### config.mk
export PLATFORM = sky130hd
export DESIGN_NAME = blh_divider
export DESIGN_NICKNAME = d
export VERILOG_FILES = /design/src/design/bvh_ray_leaf_hit_counter_top_assert.svh /design/src/design/blh_pkg.sv /design/src/design/blh_divider.sv
export SDC_FILE = /design/constraint.sdc
export NUM_CORES = 1
export LEC_CHECK = 0
export ABC_AREA = 0
export BUFFER_PORTS_ARGS = -buffer_cell sky130_fd_sc_hd__clkbuf_2
export CORE_MARGIN = 3
export CORE_UTILIZATION = 45
export DETAILED_ROUTE_END_ITERATION = 12
export PLACE_DENSITY = 0.67
export SLEW_MARGIN = 20
export SYNTH_ARGS = -nofsm -noshare
export SYNTH_HDL_FRONTEND = slang
export SYNTH_SLANG_ARGS = --single-unit
### constraint.sdc
create_clock -name clk -period 7.3 [get_ports clk]
set_input_delay 0 -clock clk [delete_from_list [all_inputs] [get_ports clk]]
set_output_delay 0 -clock clk [all_outputs]
set_load 0.02 [all_outputs]
### src/design/bvh_ray_leaf_hit_counter_top_assert.svh
// ---------------------------------------------------------------------------
// BVH leaf-hit counter assertion macros
// Concurrent assertion wrappers; empty when SYNTHESIS is defined.
// ---------------------------------------------------------------------------
`ifndef BVH_RAY_LEAF_HIT_COUNTER_TOP_ASSERT_SVH
`define BVH_RAY_LEAF_HIT_COUNTER_TOP_ASSERT_SVH
`ifndef SYNTHESIS
`define BLH_ASSERT_IMPL(lbl, a, c) \
    lbl: assert property (@(posedge clk) disable iff (!rst_n) (a) |-> (c)) \
        else $error("assertion failed");
`define BLH_ASSERT_NEXT(lbl, a, c) \
    lbl: assert property (@(posedge clk) disable iff (!rst_n) (a) |=> (c)) \
        else $error("assertion failed");
`else
`define BLH_ASSERT_IMPL(lbl, a, c)
`define BLH_ASSERT_NEXT(lbl, a, c)
`endif
`endif

### src/design/blh_pkg.sv
// ---------------------------------------------------------------------------
// BVH leaf-hit counter package
// Shared types and constants.
// ---------------------------------------------------------------------------
`default_nettype none
package blh_pkg;
    localparam int CMD_LOAD  = 0;
    localparam int CMD_TRACE = 1;
    localparam logic [31:0] S32_MAX = 32'h7fff_ffff;
    localparam logic [31:0] S32_MIN = 32'h8000_0000;
    localparam logic [12:0] HITS_MAX = 13'h1fff;

    typedef enum logic [3:0] {
        ST_IDLE, ST_RECIP, ST_FETCH, ST_WAIT, ST_MUL, ST_CMP, ST_POP,
        ST_POPWAIT, ST_DONE
    } blh_state_t;

    // saturate a 64-bit signed value to 32 bits
    function automatic logic [31:0] sat64(input logic signed [63:0] v);
        logic [31:0] r;
        if (v > 64'sd2147483647) r = S32_MAX;
        else if (v < -64'sd2147483648) r = S32_MIN;
        else r = v[31:0];
        return r;
    endfunction
endpackage
`default_nettype wire

### src/design/blh_divider.sv
// ---------------------------------------------------------------------------
// BVH reciprocal divider
// Radix-2 restoring divide of 2^(2F) by a signed divisor, one bit a cycle,
// truncated toward zero and saturated; zero divisor gives the positive max.
// ---------------------------------------------------------------------------
`default_nettype none
module blh_divider
    import blh_pkg::*;
#(
    parameter int FRAC_BITS = 16
) (
    input  wire logic        clk,
    input  wire logic        rst_n,
    input  wire logic        start,
    input  wire logic [31:0] divisor,
    output logic             done,
    output logic [31:0]      quotient
);
    localparam int NB = 2 * FRAC_BITS + 1;
    localparam int CW = $clog2(NB + 1);

    logic [NB-1:0] q_reg, q_next;
    logic [32:0]   rem_reg, rem_next;
    logic [31:0]   dabs_reg;
    logic          neg_reg, zero_reg;
    logic [CW-1:0] cnt_reg;
    logic          busy_reg;
    logic [33:0]   trial;
    logic [32:0]   shl;
    logic signed [63:0] sq;

    always_comb
    begin
        shl      = {rem_reg[31:0], q_reg[NB-1]};
        trial    = {1'b0, shl} - {2'b0, dabs_reg};
        rem_next = trial[33] ? shl : trial[32:0];
        q_next   = {q_reg[NB-2:0], ~trial[33]};
    end

    always_ff @(posedge clk or negedge rst_n)
    begin
        if (!rst_n)
        begin
            busy_reg <= 1'b0;
            cnt_reg  <= '0;
            done     <= 1'b0;
        end
        else
        begin
            done <= 1'b0;
            if (start)
            begin
                busy_reg <= 1'b1;
                cnt_reg  <= CW'(NB);
            end
            else if (busy_reg)
            begin
                cnt_reg <= cnt_reg - 1'b1;
                if (cnt_reg == CW'(1))
                begin
                    busy_reg <= 1'b0;
                    done     <= 1'b1;
                end
            end
        end
    end

    always_ff @(posedge clk)
    begin
        if (start)
        begin
            q_reg    <= NB'(1) << (2 * FRAC_BITS);
            rem_reg  <= '0;
            dabs_reg <= divisor[31] ? (~divisor + 1'b1) : divisor;
            neg_reg  <= divisor[31];
            zero_reg <= (divisor == '0);
        end
        else if (busy_reg)
        begin
            q_reg   <= q_next;
            rem_reg <= rem_next;
        end
    end

    always_comb
    begin
        sq = neg_reg ? -$signed(64'(q_reg)) : $signed(64'(q_reg));
        quotient = zero_reg ? S32_MAX : sat64(sq);
    end
endmodule
`default_nettype wire

Yosys cells after proc, flatten, opt, wreduce, memory -nomap -nowiden
Cells that the tools add are included.

cells by class
  add/sub/neg operators = 4
  order comparisons = 2
  equality and inequality tests = 1
  mux-type cells = 14
  bitwise operators = 2
  reduce and logical (&&, ||, !) cells = 2

operators with widths
  kind                   number
  $mux 32                4
  $gt 64x32->1 const B   1
  $lt 64x32->1 const B   1
  $mux 64                1
  $neg 33->64            1
  $sub 33x32->34         1
  $add 32x1->32 const B  1
  $logic_not 32->1       1
  $not 32->32            1
  $mux 31                1
  $mux 6                 2
  $eq 6x1->1 const B     1
  $mux 1                 6
  $sub 6x1->6 const B    1
  $reduce_bool 2->1      1
  $not 1->1              1

word-level totals
  register bits after elaboration = 107
  input port bits = 35
  logic and storage cells = 34

Longest topological paths before layout
  depth after elaboration = 6
  mapped depth = 13
  gate-level depth less buffers = 11

Worst setup path before layout
OpenSTA, ideal clock, no wires.

  kind = flip-flop to flip-flop
  start point = reg dabs_reg[16]
  end point = reg rem_reg[21]
  library setup time = 0.136 ns
  arrival time = 2.886 ns
  path slack = 4.278 ns
  cell stages (with the launch flop) = 14
  path buffers = 3
  clock period less this slack = 3.022 ns
  path through = edfxtp_1 -> inv_1 -> ha_1 -> clkbuf_1 -> a21oi_1 -> o21ai_1 -> or2_2 -> nor4_1 -> nor3_1 -> or3_1 -> clkbuf_1 -> clkbuf_1 -> nor2_1 -> o32ai_1

between the ends
  cells in the longest elaborated chain, start to end = 2

ends and longest elaborated chain
  item                      RTL line           source
  start: declaration        blh_divider.sv:24  logic [31:0] dabs_reg;
  start signal: assignment  blh_divider.sv:74  dabs_reg <= divisor[31] ? (~divisor + 1'b1) : divisor;
  $sub 33x32->34            blh_divider.sv:35  trial = {1'b0, shl} - {2'b0, dabs_reg};
  $mux 32                   blh_divider.sv:36  rem_next = trial[33] ? shl : trial[32:0];
  end signal: assignment    blh_divider.sv:81  rem_reg <= rem_next;
  end: declaration          blh_divider.sv:23  logic [32:0] rem_reg, rem_next;

Every way passes these cells.
A chain may end at the register's enable or synchronous reset.

Worst setup path after layout
  start point = reg q_reg[5]
  end point = out quotient[0]

between the ends
  cells in the longest elaborated chain, start to end = 6
  elaborated cells on any way between the ends = 7

ends and longest elaborated chain
  item                      RTL line           source
  start: declaration        blh_divider.sv:22  logic [NB-1:0] q_reg, q_next;
  start signal: assignment  blh_divider.sv:72  q_reg <= NB'(1) << (2 * FRAC_BITS);
  start signal: assignment  blh_divider.sv:80  q_reg <= q_next;
  $neg 33->64               blh_divider.sv:87  sq = neg_reg ? -$signed(64'(q_reg)) : $signed(64'(q_reg));
  $mux 64 *                 blh_divider.sv:87
  $lt 64x32->1              blh_pkg.sv:22      else if (v < -64'sd2147483648) r = S32_MIN;
  $mux 32                   blh_pkg.sv:22
  $mux 32 *                 blh_pkg.sv:21      if (v > 64'sd2147483647) r = S32_MAX;
  $mux 32 *                 blh_divider.sv:88  quotient = zero_reg ? S32_MAX : sat64(sq);
  end: declaration          blh_divider.sv:17  output logic [31:0] quotient

Mark *: on every way between the ends. The rest lies on a longest branch, timed or not.

==> results.json <==
{
  "dpl.hpwl_um": 12500,
  "timing.critical_path.slowest_cell_delay_ns": 0.57,
  "final-max-slew-violation-count": 0,
  "routed-via-count": 6555,
  "floorplan.die_area_mm2": 0.0183,
  "synth_area_mm2": 0.00754,
  "vert_die_dim_um": 135,
  "post_cts_resized": 0,
  "library_cell_contributing_the_largest_single_delay_on_the_critical_path": "or4_4",
  "final_nets": 1017,
  "post-route-drc-count": 0,
  "pwr_density_cell_mw_per_mm2": 354,
  "r2r_end": "rem_reg[24]",
  "worst_reg2reg_path_length_in_cells": 11,
  "postSynthNetCount": 955,
  "fin_hold_ws_ns": 0.0194,
  "min_delay_worst_endpoint": "dabs_reg[19]",
  "area.sequential_mm2": 0.00253,
  "postCtsSetupRepairBufs": 0,
  "critical_path_required_ns": 7.30,
  "via_per_inst": 5.62,
  "synth_edf_count": 34,
  "worst_slew_margin_rel_pct": 31.0,
  "r2r_slack_ns": 3.61,
  "antenna_found_initial": 0,
  "syn_area_per_cell_um2": 8.54,
  "wire_per_inst_um": 14.7,
  "postSynth.topFlopCell": "dfxtp_1",
  "drtPass1Iterations": 5,
  "num_rows": 46,
  "core_area_mm2": 0.0161,
  "antennaDiodeCount": 0,
  "seq_area_frac_synth_pct": 33.5,
  "critical_path.max_fanout": 16,
  "rsz0062_at_grt": "false",
  "design_power_total_w": 0.00305,
  "whs_path_depth": 2,
  "crit_path_cell_trace": "or4_4, or4_4, or4_4, or2_1, o21ai_1, nand2_1, a21oi_4, buf_16, o21ai_1, clkbuf_2",
  "fp.dieW_um": 135,
  "cp_top_family": "simple AND/OR/NAND/NOR gates",
  "clock_latency_ns": 0.36,
  "status": "complete, no violations",
  "drive_gt1_share_pct": 14.0,
  "initial_utilization_pct": 46.8,
  "tritoncts.num_buffers": 9,
  "netlist-cell-type-count": 71,
  "final.min_clock_period_ns": 3.93,
  "ir_drop_v": 0.000155,
  "setup_violating_endpoint_count_in_the_final_report": 0,
  "cts_htree_levels": 3,
  "largest_register_ffs": 33,
  "tightestPinTransition_ns": 1.01,
  "final.setup.tns_ns": 0,
  "drv.max_cap_violation_count": 0,
  "timing_worst_setup_path_type": "flip-flop to output pin",
  "gp_routability_congestion": 0.915,
  "maxClockFrequency_mhz": 254,
  "post_cts_hold_buffer_count": 26,
  "grt_usage_pct": 19.4,
  "grt_pass1_vias": 5979,
  "synth_cells": 883,
  "worstReg2RegStart": "q_reg[32]",
  "cp_common_cell": "or4_4",
  "wire_length_of_the_first_global_routing_pass_um": 29400,
  "timing.critical_path.buf_inv": 2,
  "hold_path_startpoint": "divisor[19]",
  "clkTransAtPathRegs_ns": 0.07,
  "fillCellCount": 1497,
  "ys_ff_latch": 107,
  "worstSetupStartpointType": "flip-flop",
  "cp_endpoint_kind": "output pin",
  "root_buffer": "clkbuf_16",
  "finalClockSkew_ns": 0.0100,
  "detail-route-antenna-nets": 0,
  "io_buffer_count": 67,
  "min-delay-path-class": "input pin to flip-flop",
  "io-pin-count": 68,
  "clock_sinks": 107,
  "wirelength_um": 17100,
  "grt.overflow.total": 0,
  "layout-area-overhead-vs-synth_pct": 14.2,
  "async_reset_ff_share_pct": 7.48,
  "dr.first_iter.drc_count": 489,
  "tritoncts": "built",
  "cts_max_path_buffers": 2,
  "synth_warnings": 0,
  "leak_pwr_nw": 3.75,
  "critPathArrivalTime_ns": 3.93,
  "multi_input_area_mm2": 0.00462,
  "hold_viol_final": 0,
  "grt_start_max_net_pins": 78,
  "post-route-period-util_pct": 53.9
}
cells in the final DEF (no fill, tap or decap), types with 7 or more instances in the layout:
master,n
o21ai_0,44
ha_1,36
a311oi_1,23
clkbuf_16,11
nor3_1,9
nand2_1,84
buf_4,7
o31ai_1,19
xnor2_1,43
inv_1,49
o21ai_2,30
nor2_1,95
clkbuf_2,66
or4_1,12
mux2i_1,32
xor2_1,36
nand3_1,11
edfxtp_1,34
o41ai_1,12
a211oi_1,11
nand4_1,9
dfrtp_1,7
nor4_1,7
dfxtp_1,65
or3_1,20
a21oi_1,36
a21o_1,15
dlygate4sd3_1,26
power breakdown:
group	internal, W	switching [W]
combinational	0.000665	0.00102
sequential	0.000745	0.000116
clock	0.000276	0.000227
total	0.00169	0.00136
logic make-up after synthesis:
logic type,share of synthesized area (%)
and+or+nand+nor,18.1
AOI/OAI and AO/OA,22.9
DFF,33.5
buffers and inverters,5.49
xor gates and xnor gates,9.18
adders and majority gates,6.24
muxes,4.55
layer usage:
| metal | track usage (%) | part of all wire, % | wire [µm] | vias up |
|---|---|---|---|---|
| li1 | - | - | - | 3344 |
| met2 | 30.2 | 44 | 7500 | 164 |
| met5 | 0 | 0 | 0 | - |
| met1 | 28.5 | 51 | 8690 | 3033 |
| met3 | 2.01 | 4.1 | 700 | 14 |
| met4 | 6.16 | 1.5 | 254 | 0 |
worst max path at each step:
stage | slack [ns] | endpoint | depth (start not counted) | start
global route | 3.13 | quotient[0] | 10 | q_reg[5]
detailed placement | 3.64 | rem_reg[24] | 11 | q_reg[32]
global placement | 3.55 | quotient[0] | 9 | q_reg[5]
finish | 3.37 | quotient[0] | 10 | q_reg[5]
CTS | 3.27 | quotient[0] | 10 | q_reg[5]
floorplan | 4.28 | rem_reg[21] | 13 | dabs_reg[16]
cell type report:
cell class / instances / share of cell area, %
clock inverters: 3 / 0.305
flip-flops and latches: 107 / 29.4
well taps: 216 / 3.14
repair buffers: 101 / 7.97
inverters: 51 / 2.22
multi-input cells: 675 / 53.7
clock buffers: 13 / 3.29
per-stage QoR:
step | cell area (µm²) | utilization [%] | instances | worst slack, ns
6_report | 8610 | 53.4 | 1166 | 3.37
5_1_grt | 8610 | 53.4 | 1166 | 3.13
2_1_floorplan | 7540 | - | 883 | 4.28
3_3_place_gp | 8000 | 49.6 | 1122 | 3.55
3_5_place_dp | 8020 | 49.8 | 1123 | 3.64
4_1_cts | 8590 | 53.3 | 1165 | 3.27
worst reg2reg max path, stage by stage (launching register included):
cell,delay (ns)
dfxtp_1,0.44
inv_1,0.12
ha_1,0.24
fa_1,0.40
nor2b_1,0.18
o31a_1,0.21
o21ai_0,0.16
a31oi_1,0.57
nor4bb_1,0.70
or4_1,0.21
o2111ai_1,0.12
a311oi_1,0.26
cell usage after synthesis (all sizes together) (3+ instances only):
library cell | instances | area share (%)
nor4 | 8 | 0.86
a21oi | 37 | 2.5
nor3 | 10 | 0.66
inv | 49 | 2.4
nand2 | 84 | 4.2
nor3b | 4 | 0.40
a21o | 15 | 1.5
o221ai | 3 | 0.35
ha | 36 | 6.0
or4 | 15 | 1.6
nor2b | 5 | 0.42
o21bai | 6 | 0.60
xnor2 | 43 | 5.0
or2 | 5 | 0.42
nand3 | 11 | 0.73
o31ai | 19 | 1.9
nor2 | 95 | 4.7
nand4 | 9 | 0.75
xor2 | 36 | 4.2
edfxtp | 34 | 14
dfxtp | 65 | 17
clkbuf | 42 | 2.1
o21a | 6 | 0.60
o211ai | 3 | 0.30
buf | 8 | 0.81
o41ai | 12 | 1.4
a311oi | 24 | 2.9
or3 | 21 | 1.8
a31oi | 6 | 0.50
and3 | 5 | 0.42
a211oi | 11 | 1.1
mux2i | 32 | 4.2
o21ai | 77 | 6.6
dfrtp | 8 | 2.7
Power figures use the tool's default switching activity.
